`src/csst_pkg.sv`:
```
// Shared types and constants for the client session sequence tracker.
// Used by the slot cell, the top level and the port checker; no dependencies.
`default_nettype none
package csst_pkg;

  localparam int unsigned MASK_W = 4;
  localparam int unsigned CNT_NUM = 7;
  localparam logic [31:0] SEQ_HALF = 32'h8000_0000;
  localparam logic [15:0] TIMEOUT_RESET = 16'd1000;

  localparam logic [1:0] DS_OK = 2'd0;
  localparam logic [1:0] DS_CRC = 2'd1;
  localparam logic [1:0] DS_DECODE = 2'd2;
  localparam logic [1:0] DS_SIZE = 2'd3;

  localparam int unsigned CNT_RECEIVED = 0;
  localparam int unsigned CNT_LOST = 1;
  localparam int unsigned CNT_INVALID = 2;
  localparam int unsigned CNT_CRC = 3;
  localparam int unsigned CNT_PROTOCOL = 4;
  localparam int unsigned CNT_FOREIGN = 5;
  localparam int unsigned CNT_OOO = 6;

  typedef enum logic [2:0] {
    ST_ACCEPTED = 3'd0,
    ST_INVALID_SIZE = 3'd1,
    ST_CRC = 3'd2,
    ST_DECODE = 3'd3,
    ST_BAD_SLOT = 3'd4,
    ST_FOREIGN = 3'd5,
    ST_OUT_OF_ORDER = 3'd6,
    ST_TICK = 3'd7
  } status_t;

  typedef struct packed {
    logic vld;
    logic pkt;
    logic tick;
    logic [7:0] slot;
    logic [31:0] now;
    logic [31:0] ip;
    logic [15:0] port;
    logic [31:0] sess;
    logic [31:0] seq;
    status_t status;
    logic bound;
    logic [31:0] gap;
    logic [MASK_W-1:0] mask;
  } csst_tok_t;

endpackage
`default_nettype wire

```
`src/client_session_sequence_tracker.sv`:
```
// Path from input acceptance to out_valid: entry register, the register of each slot cell
// in the chain, counter stage, output register.
// One word in flight at a time: in_ready stays low from acceptance until the word is loaded
// into the output register; each word walks the whole cell chain so that every slot sees it once.
// Reset (rst_n low, synchronous) disconnects all slots, zeroes the counters and
// sets timeout_ms to 1000. Depends on csst_pkg and csst_cell.
`default_nettype none
module client_session_sequence_tracker #(
  parameter int SLOT_COUNT = 4
) (
  input  wire logic        clk,
  input  wire logic        rst_n,
  input  wire logic        cfg_wr_en,
  input  wire logic [15:0] cfg_wr_data,
  input  wire logic        in_valid,
  output logic             in_ready,
  input  wire logic        in_mode,
  input  wire logic [31:0] in_now_ms,
  input  wire logic [1:0]  in_decode_status,
  input  wire logic [7:0]  in_slot_index,
  input  wire logic [31:0] in_source_ip,
  input  wire logic [15:0] in_source_port,
  input  wire logic [31:0] in_session_id,
  input  wire logic [31:0] in_sequence_req,
  output logic             out_valid,
  input  wire logic        out_ready,
  output logic [2:0]       out_status,
  output logic [7:0]       out_slot_out,
  output logic             out_newly_bound,
  output logic [31:0]      out_lost_in_gap,
  output logic [3:0]       out_dropped_mask,
  output logic [31:0]      out_received_total,
  output logic [31:0]      out_lost_total,
  output logic [31:0]      out_invalid_total,
  output logic [31:0]      out_crc_error_total,
  output logic [31:0]      out_protocol_error_total,
  output logic [31:0]      out_foreign_total,
  output logic [31:0]      out_out_of_order_total
);
  import csst_pkg::*;

  logic [15:0] timeout_r;
  logic        busy_r, busy_nxt;
  logic        pend_v_r, pend_v_nxt;
  logic        out_v_r, out_v_nxt;
  csst_tok_t   tok0_r, tok0_nxt;
  csst_tok_t   tok_w [SLOT_COUNT+1];
  csst_tok_t   exit_tok;
  csst_tok_t   pend_r;
  csst_tok_t   out_r;
  logic [31:0] cnt_r [CNT_NUM];
  logic [31:0] cnt_nxt [CNT_NUM];
  logic [31:0] pend_cnt_r [CNT_NUM];
  logic [31:0] out_cnt_r [CNT_NUM];
  logic        in_acc;
  logic        out_load;
  logic        bad_slot;

  assign in_ready = !busy_r;
  assign in_acc   = in_valid && in_ready;
  assign out_load = pend_v_r && (!out_v_r || out_ready);
  assign bad_slot = in_slot_index >= 8'(SLOT_COUNT);

  always_comb begin
    tok0_nxt       = '0;
    tok0_nxt.vld   = in_acc;
    tok0_nxt.tick  = in_mode;
    tok0_nxt.pkt   = !in_mode && (in_decode_status == DS_OK) && !bad_slot;
    tok0_nxt.slot  = in_mode ? 8'd0 : in_slot_index;
    tok0_nxt.now   = in_now_ms;
    tok0_nxt.ip    = in_source_ip;
    tok0_nxt.port  = in_source_port;
    tok0_nxt.sess  = in_session_id;
    tok0_nxt.seq   = in_sequence_req;
    if (in_mode) begin
      tok0_nxt.status = ST_TICK;
    end else begin
      unique case (in_decode_status)
        DS_CRC:    tok0_nxt.status = ST_CRC;
        DS_DECODE: tok0_nxt.status = ST_DECODE;
        DS_SIZE:   tok0_nxt.status = ST_INVALID_SIZE;
        default:   tok0_nxt.status = bad_slot ? ST_BAD_SLOT : ST_ACCEPTED;
      endcase
    end
  end

  assign tok_w[0] = tok0_r;

  for (genvar g = 0; g < SLOT_COUNT; g++) begin : g_cell
    csst_cell #(
      .INDEX(g)
    ) u_cell (
      .clk       (clk),
      .rst_n     (rst_n),
      .timeout_ms(timeout_r),
      .tok_i     (tok_w[g]),
      .tok_o     (tok_w[g+1])
    );
  end

  assign exit_tok = tok_w[SLOT_COUNT];

  always_comb begin
    for (int k = 0; k < CNT_NUM; k++) begin
      cnt_nxt[k] = cnt_r[k];
    end
    if (exit_tok.vld) begin
      unique case (exit_tok.status) inside
        ST_ACCEPTED: begin
          cnt_nxt[CNT_RECEIVED] = cnt_r[CNT_RECEIVED] + 32'd1;
          cnt_nxt[CNT_LOST]     = cnt_r[CNT_LOST] + exit_tok.gap;
        end
        ST_INVALID_SIZE, ST_DECODE, ST_BAD_SLOT: begin
          cnt_nxt[CNT_INVALID]  = cnt_r[CNT_INVALID] + 32'd1;
          cnt_nxt[CNT_PROTOCOL] = cnt_r[CNT_PROTOCOL] + 32'd1;
        end
        ST_CRC: begin
          cnt_nxt[CNT_INVALID] = cnt_r[CNT_INVALID] + 32'd1;
          cnt_nxt[CNT_CRC]     = cnt_r[CNT_CRC] + 32'd1;
        end
        ST_FOREIGN: cnt_nxt[CNT_FOREIGN] = cnt_r[CNT_FOREIGN] + 32'd1;
        ST_OUT_OF_ORDER: cnt_nxt[CNT_OOO] = cnt_r[CNT_OOO] + 32'd1;
        default: ;
      endcase
    end
  end

  always_comb begin
    busy_nxt   = busy_r;
    pend_v_nxt = pend_v_r;
    out_v_nxt  = out_v_r;
    if (in_acc) begin
      busy_nxt = 1'b1;
    end else if (out_load) begin
      busy_nxt = 1'b0;
    end
    if (exit_tok.vld) begin
      pend_v_nxt = 1'b1;
    end else if (out_load) begin
      pend_v_nxt = 1'b0;
    end
    if (out_load) begin
      out_v_nxt = 1'b1;
    end else if (out_ready) begin
      out_v_nxt = 1'b0;
    end
  end

  always_ff @(posedge clk) begin
    if (!rst_n) begin
      timeout_r  <= TIMEOUT_RESET;
      busy_r     <= 1'b0;
      pend_v_r   <= 1'b0;
      out_v_r    <= 1'b0;
      for (int k = 0; k < CNT_NUM; k++) begin
        cnt_r[k] <= '0;
      end
    end else begin
      if (cfg_wr_en) begin
        timeout_r <= cfg_wr_data;
      end
      busy_r     <= busy_nxt;
      pend_v_r   <= pend_v_nxt;
      out_v_r    <= out_v_nxt;
      for (int k = 0; k < CNT_NUM; k++) begin
        cnt_r[k] <= cnt_nxt[k];
      end
    end
  end

  always_ff @(posedge clk) begin
    if (!rst_n) begin
      tok0_r.vld <= 1'b0;
    end else begin
      tok0_r.vld <= tok0_nxt.vld;
    end
    if (in_acc) begin
      tok0_r.pkt    <= tok0_nxt.pkt;
      tok0_r.tick   <= tok0_nxt.tick;
      tok0_r.slot   <= tok0_nxt.slot;
      tok0_r.now    <= tok0_nxt.now;
      tok0_r.ip     <= tok0_nxt.ip;
      tok0_r.port   <= tok0_nxt.port;
      tok0_r.sess   <= tok0_nxt.sess;
      tok0_r.seq    <= tok0_nxt.seq;
      tok0_r.status <= tok0_nxt.status;
      tok0_r.bound  <= tok0_nxt.bound;
      tok0_r.gap    <= tok0_nxt.gap;
      tok0_r.mask   <= tok0_nxt.mask;
    end
    if (exit_tok.vld) begin
      pend_r <= exit_tok;
      for (int k = 0; k < CNT_NUM; k++) begin
        pend_cnt_r[k] <= cnt_nxt[k];
      end
    end
    if (out_load) begin
      out_r <= pend_r;
      for (int k = 0; k < CNT_NUM; k++) begin
        out_cnt_r[k] <= pend_cnt_r[k];
      end
    end
  end

  assign out_valid                = out_v_r;
  assign out_status               = out_r.status;
  assign out_slot_out             = out_r.slot;
  assign out_newly_bound          = out_r.bound;
  assign out_lost_in_gap          = out_r.gap;
  assign out_dropped_mask         = out_r.mask;
  assign out_received_total       = out_cnt_r[CNT_RECEIVED];
  assign out_lost_total           = out_cnt_r[CNT_LOST];
  assign out_invalid_total        = out_cnt_r[CNT_INVALID];
  assign out_crc_error_total      = out_cnt_r[CNT_CRC];
  assign out_protocol_error_total = out_cnt_r[CNT_PROTOCOL];
  assign out_foreign_total        = out_cnt_r[CNT_FOREIGN];
  assign out_out_of_order_total   = out_cnt_r[CNT_OOO];

endmodule
`default_nettype wire

```
`src/csst_cell.sv`:
```
// One client slot of the tracker chain: holds the slot state and forwards the word.
// Depends on csst_pkg.
`default_nettype none
module csst_cell #(
  parameter int INDEX = 0
) (
  input  wire logic                 clk,
  input  wire logic                 rst_n,
  input  wire logic [15:0]          timeout_ms,
  input  wire csst_pkg::csst_tok_t  tok_i,
  output csst_pkg::csst_tok_t       tok_o
);
  import csst_pkg::*;

  localparam logic [MASK_W-1:0] MASK_BIT = (INDEX < MASK_W) ? MASK_W'(1 << INDEX) : '0;

  logic        conn_r, conn_nxt;
  logic        has_seq_r, has_seq_nxt;
  logic [31:0] ip_r, ip_nxt;
  logic [15:0] port_r, port_nxt;
  logic [31:0] sess_r, sess_nxt;
  logic [31:0] last_seq_r, last_seq_nxt;
  logic [31:0] last_time_r, last_time_nxt;
  csst_tok_t   tok_r, tok_nxt;

  logic        hit;
  logic        has_eff;
  logic [31:0] delta;
  logic [31:0] gap_w;
  logic [31:0] age;

  assign hit   = tok_i.vld && tok_i.pkt && (tok_i.slot == 8'(INDEX));
  assign delta = tok_i.seq - last_seq_r;
  assign gap_w = tok_i.seq + ~last_seq_r;
  assign age   = tok_i.now - last_time_r;
  assign has_eff = conn_r && (tok_i.sess == sess_r) && has_seq_r;

  always_comb begin
    conn_nxt      = conn_r;
    has_seq_nxt   = has_seq_r;
    ip_nxt        = ip_r;
    port_nxt      = port_r;
    sess_nxt      = sess_r;
    last_seq_nxt  = last_seq_r;
    last_time_nxt = last_time_r;
    tok_nxt       = tok_i;
    if (hit) begin
      if (conn_r && ((tok_i.ip != ip_r) || (tok_i.port != port_r))) begin
        tok_nxt.status = ST_FOREIGN;
      end else begin
        if (!conn_r) begin
          conn_nxt      = 1'b1;
          ip_nxt        = tok_i.ip;
          port_nxt      = tok_i.port;
          last_time_nxt = tok_i.now;
          tok_nxt.bound = 1'b1;
        end
        sess_nxt    = tok_i.sess;
        has_seq_nxt = has_eff;
        if (has_eff && ((delta == '0) || (delta >= SEQ_HALF))) begin
          tok_nxt.status = ST_OUT_OF_ORDER;
        end else begin
          if (has_eff && (delta != 32'd1)) begin
            tok_nxt.gap = gap_w;
          end
          last_seq_nxt   = tok_i.seq;
          has_seq_nxt    = 1'b1;
          last_time_nxt  = tok_i.now;
          tok_nxt.status = ST_ACCEPTED;
        end
      end
    end else if (tok_i.vld && tok_i.tick && conn_r && (age >= {16'd0, timeout_ms})) begin
      conn_nxt     = 1'b0;
      has_seq_nxt  = 1'b0;
      tok_nxt.mask = tok_i.mask | MASK_BIT;
    end
  end

  always_ff @(posedge clk) begin
    if (!rst_n) begin
      conn_r    <= 1'b0;
      has_seq_r <= 1'b0;
    end else begin
      conn_r    <= conn_nxt;
      has_seq_r <= has_seq_nxt;
    end
  end

  always_ff @(posedge clk) begin
    if (!rst_n) begin
      tok_r.vld <= 1'b0;
    end else begin
      tok_r.vld <= tok_nxt.vld;
    end
    ip_r        <= ip_nxt;
    port_r      <= port_nxt;
    sess_r      <= sess_nxt;
    last_seq_r  <= last_seq_nxt;
    last_time_r <= last_time_nxt;
    tok_r.pkt    <= tok_nxt.pkt;
    tok_r.tick   <= tok_nxt.tick;
    tok_r.slot   <= tok_nxt.slot;
    tok_r.now    <= tok_nxt.now;
    tok_r.ip     <= tok_nxt.ip;
    tok_r.port   <= tok_nxt.port;
    tok_r.sess   <= tok_nxt.sess;
    tok_r.seq    <= tok_nxt.seq;
    tok_r.status <= tok_nxt.status;
    tok_r.bound  <= tok_nxt.bound;
    tok_r.gap    <= tok_nxt.gap;
    tok_r.mask   <= tok_nxt.mask;
  end

  assign tok_o = tok_r;

endmodule
`default_nettype wire

```
`config.mk`:
```
export PLATFORM = sky130hd
export DESIGN_NAME = client_session_sequence_tracker
export DESIGN_NICKNAME = d
export VERILOG_FILES = /design/src/csst_pkg.sv /design/src/client_session_sequence_tracker.sv /design/src/csst_cell.sv
export SDC_FILE = /design/constraint.sdc
export NUM_CORES = 2
export LEC_CHECK = 0
export BUFFER_PORTS_ARGS = -buffer_cell sky130_fd_sc_hd__buf_2
export CORE_ASPECT_RATIO = 0.5
export CORE_UTILIZATION = 25
export CTS_BUF_LIST = sky130_fd_sc_hd__clkbuf_2 sky130_fd_sc_hd__clkbuf_4 sky130_fd_sc_hd__clkbuf_8
export DETAILED_ROUTE_END_ITERATION = 10
export GPL_TIMING_DRIVEN = 0
export PLACE_DENSITY = 0.41
export SYNTH_ARGS = -nofsm -noshare
export SYNTH_HDL_FRONTEND = slang
export SYNTH_SLANG_ARGS = --single-unit
```
`constraint.sdc`:
```
create_clock -name clk -period 31.3 [get_ports clk]
set_clock_uncertainty 0.15 [all_clocks]
set_input_delay 1.565 -clock clk [delete_from_list [all_inputs] [get_ports clk]]
set_output_delay 1.565 -clock clk [all_outputs]
set_load 0.02 [all_outputs]
```
# Word-level counts from Yosys, hierarchy flattened

Memories as Yosys holds them, arrays and structs flattened.
Cells that the tools add are included.

RAM bits: 672
Memories: 3
Bits in registers: 1486
Logic and storage cells: 378

Memories:

| memory     | words | bits a word | rd ports | clocked after memory_dff | wr ports | RTL line                              | source |
|---|---|---|---|---|---|---|---|
| cnt_r      | 7     | 32          | 7        | 0                        | 7        | client_session_sequence_tracker.sv:51 | `logic [31:0] cnt_r [CNT_NUM];` |
| out_cnt_r  | 7     | 32          | 7        | 0                        | 7        | client_session_sequence_tracker.sv:54 | `logic [31:0] out_cnt_r [CNT_NUM];` |
| pend_cnt_r | 7     | 32          | 7        | 0                        | 7        | client_session_sequence_tracker.sv:53 | `logic [31:0] pend_cnt_r [CNT_NUM];` |

Reduce and logical (&&, ||, !) cells: 95
Muxes and demuxes: 94
Equality and inequality tests: 36
Add/subtract/negate cells: 19
Bitwise gates (word level): 25
Order comparisons: 9

Operators by type and width:

| kind                                                                  | number |
|---|---|
| 32-bit 2-to-1 mux                                                     | 28 |
| 32-bit subtractor                                                     | 8 |
| 224-bit 2-to-1 mux                                                    | 1 |
| 32-bit by 1-bit adder with 32-bit output, second input constant       | 6 |
| 32-bit adder                                                          | 5 |
| 36-bit 2-to-1 mux                                                     | 4 |
| 33-bit 2-to-1 mux                                                     | 4 |
| 32-bit equality test                                                  | 4 |
| 32-bit by 16-bit >= comparator with 1-bit output                      | 4 |
| 32-bit >= comparator, second input constant                           | 4 |
| 32-bit zero test                                                      | 4 |
| 32-bit by 1-bit != test with 1-bit output, second input constant      | 4 |
| 32-bit != test                                                        | 4 |
| 32-bit NOT                                                            | 4 |
| 64-bit 2-to-1 mux                                                     | 1 |
| 16-bit != test                                                        | 4 |
| 1-bit logical AND                                                     | 44 |
| 1-bit 2-to-1 mux                                                      | 40 |
| 3-bit AND reduction                                                   | 12 |
| 3-bit 2-to-1 mux                                                      | 11 |
| 8-bit by 2-bit equality test with 1-bit output, second input constant | 2 |
| 2-bit != test, second input constant                                  | 8 |
| 2-bit AND reduction                                                   | 8 |
| 1-bit NOT                                                             | 14 |
| 20 further kinds                                                      | 50 |

# Longest topological paths before layout

Word-level depth: 8
Gate-level depth with buffers: 24
Gate-level depth less buffers: 24

# By module

From an unflattened synthesis, not the netlist that was laid out.

Cells, all modules: 7433
Area, all modules: 93985.1 µm²

By module, submodules not included:

| module                          | cells an instance | area each (µm²) | times used |
|---|---|---|---|
| client_session_sequence_tracker | 2133              | 33737.4         | 1 |
| csst_cell at g_cell[2].u_cell   | 1343              | 15227.1         | 1 |
| csst_cell at g_cell[1].u_cell   | 1291              | 15023.2         | 1 |
| csst_cell at g_cell[3].u_cell   | 1345              | 15010.6         | 1 |
| csst_cell at g_cell[0].u_cell   | 1321              | 14986.9         | 1 |

# Least setup slack after synthesis

No wires, ideal clock.

Path type: input port to flip-flop
Start point: input out_ready
End point: register busy_r
Stages on the path: 3
Path buffers: 0
Arrival: 14250 ps
Required time: 30528 ps
Path slack: 16278 ps
Cell sequence: nor2b_1 nor2b_1 a211oi_1

Longest elaborated chain between the ends: 3

Ends and longest elaborated chain:

| element                      | RTL line                               | source |
|---|---|---|
| start: declaration           | client_session_sequence_tracker.sv:26  | `input wire logic out_ready,` |
| 1-bit logical OR             | client_session_sequence_tracker.sv:61  | `assign out_load = pend_v_r && (!out_v_r \|\| out_ready);` |
| 1-bit logical AND            | client_session_sequence_tracker.sv:61  |  |
| net out_load                 | client_session_sequence_tracker.sv:56  | `logic out_load;` |
| 2-bit nonzero test (no line) | -                                      |  |
| end signal: assignment       | client_session_sequence_tracker.sv:162 | `busy_r <= busy_nxt;` |
| end: declaration             | client_session_sequence_tracker.sv:43  | `logic busy_r, busy_nxt;` |

The timed path passes the listed nets, and every way through them passes these cells.
A chain may end at the register's enable or synchronous reset.

# Final worst setup path

Start point: register g_cell[0].u_cell.tok_r (netlist bit g_cell[0].u_cell.tok_o[46])
End point: register g_cell[1].u_cell.last_time_r[0], enable pin

Longest elaborated chain between the ends: 6
Elaborated cells between the ends (all ways): 7
Those cells by class: add/sub (1); order compare (1); eq/ne (1); reduce/logical (4)

Ends and longest elaborated chain:

| element                                                         | RTL line        | source |
|---|---|---|
| start: declaration                                              | csst_cell.sv:24 | `csst_tok_t tok_r, tok_nxt;` |
| 32-bit subtractor (*)                                           | csst_cell.sv:33 | `assign delta = tok_i.seq - last_seq_r;` |
| 32-bit >= comparator / 32-bit zero test (equally long branches) | csst_cell.sv:60 | `if (has_eff && ((delta == '0) \|\| (delta >= SEQ_HALF))) begin` |
| 1-bit logical OR (*)                                            | csst_cell.sv:60 |  |
| 1-bit logical AND (*)                                           | csst_cell.sv:60 |  |
| 2-bit != test (no line) (*)                                     | -               |  |
| 3-bit AND reduction (no line) (*)                               | -               |  |
| end signal: assignment                                          | csst_cell.sv:99 | `last_time_r <= last_time_nxt;` |
| end: declaration                                                | csst_cell.sv:23 | `logic [31:0] last_time_r, last_time_nxt;` |

Every way passes the cells marked *; elsewhere a longest branch is shown, timed or not.

==> run_results.csv <==
group,metric,value,unit
detailed_routing,drc,0,
clock_network,cts_hold_buf,0,
sta,timing.fmax,0.167,GHz
detailed_routing,num_vias,56471,
clock_network,clkSinkCount,2153,
power,p_sw_share,24.0,%
power,p_clk_share,43.1,%
sta,setup_violations,0,
grt,grt.overflow.total,0,
sta,drv_slew,0,
run,maxCapViolCount,0,
placement,dp_hpwl,197000,microns
die,core-area,0.357,sq mm
clock_network,postCtsSetupBuffers,0,
yosys,netlist_area,0.0898,sq mm
clock_network,cts_tree,"built",
worst_hold_path,worstHoldPathType,"register to register",
grt,use_met3,2.25,%
power,p_total,6010,uW
grt,grt_busiest_layer,"met2",
final_layout,drive_gt1_share,15.8,%
clock_network,insertion_delay,1050,ps
power,switchingPower,1440,uW
sta,period_needed,5990,ps
worst_setup_path,worstSetupEndpointType,"register",
worst_setup_path,cp.arrival,6550,ps
yosys,yosysTopAreaCellShare,42.7,%
sta,rsz0062_at_grt,"no",
detailed_routing,wl_per_cell,19.7,microns
power,sequentialPowerShare,51.5,%
grt,grt_max_degree,61,
clock_network,clk_path_buf_depth,4,
run_status,status,"finished, final reports clean",
yosys,netlist-cell-type-count,115,
grt,grt_pass1_wl,376000,microns
yosys,synthTopCellsByArea,"edfxtp_1, dfxtp_1, ha_1",
detailed_routing,drt_iter0_drc,3376,
yosys,synth-seq-cells,2153,
yosys,synth_edf_count,1277,
worst_setup_path,required,31860,ps
die,start_util,25.1,%
final_layout,nNetsFinal,8590,
die,fp.dieH,426,microns
die,io_pins,450,
grt,grt_use_total,13.8,%
yosys,synth_nets,7763,
yosys,synth_ff_type,"edfxtp_1",
die,die_x,849,microns
power,power.internal,4570,uW
worst_setup_path,path_max_fanout,21,
detailed_routing,drt-vias-per-instance,4.30,
clock_network,cts_resized,0,
grt,grt_pass1_vias,56247,
sta,setup_tns,0,ps
detailed_routing,ant_nets,0,
power,peakVddDrop,32.3,uV
final_layout,areaGrowthSynthToFinish,18.3,%
clock_network,cts-root-buf,"clkbuf_8",
grt,grt_antenna_before_repair,26,
final_layout,final_core_util,29.7,%
sta,relSlewSlack,14.4,%
power,power.leakage,0.0389,uW
clock_network,htreeDepth,5,
yosys,synth_warnings,0,
sta,finalHoldViolCount,0,
detailed_routing,drt-total-wl,258000,microns
die,die-area,0.362,sq mm
worst_setup_path,worst_setup_path_start_kind,"register",
clock_network,cts_made_buffers,335,
detailed_routing,dr.pass1.iters,8,
sta,tightest_slew,1280,ps
power,p_per_area,56.5,mW/mm^2
yosys,async_flop_share,0,%
placement,portBuffers,447,
grt,met1_usage,18.1,%
worst_setup_path,crit_type,"register to register",
yosys,synth_area_per_cell,12.4,sq um
placement,place_congestion,0.870,
die,rows,155,
clock_network,path_clk_slew,60,ps
grt,grtUsageMet2,23.4,%
yosys,ys_seq_area_share,62.3,%
yosys,yosysTopAreaCell,"edfxtp_1",
power,combPwrFrac,5.4,%
sta,finalCritPeriodShare,19.1,%
yosys,syn_inst,7214,
per-stage QoR:
step,instances,hold slack (ps),area (sq um),setup WS (ps)
global placement,12449,163,98000,6840
global route,13116,183,106000,24970
floorplan,7214,160,89800,16280
detailed placement,12491,164,99000,25350
CTS,13104,178,106000,25310
finish,13122,177,106000,25310
placed cells by master, fill, tap and decap left out, types with 29 or more instances in the layout:
cell / synthesis / final
nand3_1: 154 / 154
o21bai_1: 37 / 37
mux2_1: 29 / 29
clkbuf_8: 11 / 394
inv_1: 388 / 387
nand2_1: 431 / 431
xor2_1: 345 / 345
nand4_1: 175 / 175
dfxtp_1: 876 / 875
o21a_1: 54 / 48
clkbuf_4: 0 / 128
buf_2: 37 / 486
nor4_1: 98 / 94
or4_1: 30 / 30
a21o_1: 120 / 119
and3_1: 64 / 64
mux2_4: 30 / 30
edfxtp_1: 1277 / 1277
o211ai_1: 38 / 38
nor2_1: 370 / 366
a21oi_1: 387 / 386
mux2i_1: 39 / 39
and2_1: 246 / 246
a211oi_1: 46 / 46
nor3_1: 99 / 99
or3_1: 37 / 37
o21ai_0: 265 / 265
mux2_2: 49 / 49
xnor2_1: 442 / 442
clkinv_1: 1 / 36
ha_1: 360 / 360
buf_12: 3 / 35
nand2b_1: 56 / 56
nor2b_1: 45 / 43
clkbuf_1: 140 / 137
path summary, 6_finish.rpt:
check / start / endpoint / slack (ps) / cells after the start
max: g_cell[0].u_cell.tok_o[46]$_DFF_P_ / g_cell[1].u_cell.last_time_r[0]$_DFFE_PP_ / 25310 / 12
min: g_cell[2].u_cell.tok_o[1]$_DFF_P_ / g_cell[3].u_cell.tok_o[1]$_DFF_P_ / 180 / 0
max reg2reg: g_cell[0].u_cell.tok_o[46]$_DFF_P_ / g_cell[1].u_cell.last_time_r[0]$_DFFE_PP_ / 25310 / 12
min reg2reg: g_cell[2].u_cell.tok_o[1]$_DFF_P_ / g_cell[3].u_cell.tok_o[1]$_DFF_P_ / 180 / 0
flip-flops by register name, indices dropped and copies added (netlist names), 8 cells and up:
name	cells
pend_r	48
g_cell.u_cell.ip_r	128
cnt_r	224
pend_cnt_r	224
g_cell.u_cell.port_r	64
tok0_r	158
g_cell.u_cell.last_time_r	128
out_slot_out	8
g_cell.u_cell.sess_r	128
g_cell.u_cell.tok_o	628
g_cell.u_cell.last_seq_r	128
out_lost_in_gap	32
out_cnt_r	224
timeout_r	16
power groups by stage:
stage | sequential, uW | combinational [uW] | clock, uW
finish | 3090 | 326 | 2590
floorplan | 3130 | 219 | 0
detailed placement | 3150 | 328 | 0
global route | 3100 | 362 | 2830
CTS | 3090 | 330 | 2710
global placement | 3160 | 324 | 0
metal layers:
| layer | wire length, microns | vias up |
|---|---|---|
| li1 | - | 27859 |
| met1 | 118000 | 27134 |
| met2 | 122000 | 1051 |
| met3 | 9230 | 423 |
| met4 | 8150 | 4 |
| met5 | 20 | - |
kinds of logic after synthesis:
logic type      after synthesis  synth area share [%]
mux                         147                  1.92
xor+xnor                    787                  7.68
compound gates             1231                  8.84
simple gates               1922                  11.1
fa+ha+maj                   373                  5.31
buf+inv                     601                  2.85
flops                      2153                  62.3
synth_stat cells, types with 14 or more instances:
| library cell | number |
|---|---|
| o2111ai_1 | 19 |
| nor3_1 | 99 |
| edfxtp_1 | 1277 |
| or3_1 | 37 |
| inv_1 | 388 |
| o21bai_1 | 37 |
| or4_1 | 30 |
| mux2i_1 | 39 |
| o31a_1 | 14 |
| or2_2 | 18 |
| nand3_1 | 154 |
| nand4b_1 | 15 |
| a31oi_1 | 27 |
| o211ai_1 | 38 |
| xnor2_1 | 442 |
| a211oi_1 | 46 |
| clkbuf_1 | 140 |
| dfxtp_1 | 876 |
| nor2b_1 | 45 |
| nand2_1 | 431 |
| a21o_1 | 120 |
| o31ai_1 | 14 |
| and2_1 | 246 |
| o21a_1 | 54 |
| and4_1 | 27 |
| nand4_1 | 175 |
| ha_1 | 360 |
| a21oi_1 | 387 |
| nor3b_1 | 15 |
| o21ai_0 | 265 |
| nor4_1 | 98 |
| mux2_2 | 49 |
| nor2_1 | 370 |
| a2111oi_0 | 14 |
| nand2b_1 | 56 |
| a211o_1 | 21 |
| xor2_1 | 345 |
| buf_2 | 37 |
| mux2_4 | 30 |
| mux2_1 | 29 |
| and3_1 | 64 |
layout make-up:
type	count	area, sq um
Clock buffer	511	6230
Sequential cell	2153	55900
Inverter	389	1460
Buffer	212	1100
Clock inverter	102	971
Tap cell	4788	5990
Multi-Input combinational cell	4460	31400
Antenna cell	17	42.5
Fill cell	36537	251000
Timing Repair Buffer	490	3080
critical path: stages (launching register included):
cell      delay [ps]
dfxtp_1          410
ha_1             320
clkbuf_1         370
and2_1           280
nand2_1           90
o21ai_0          680
o21ai_0          450
o31ai_1          410
xor2_1           110
or4_1            700
o41ai_1         1050
a21boi_4         360
buf_12           280
Note: power is estimated with default switching activity, not from simulation.
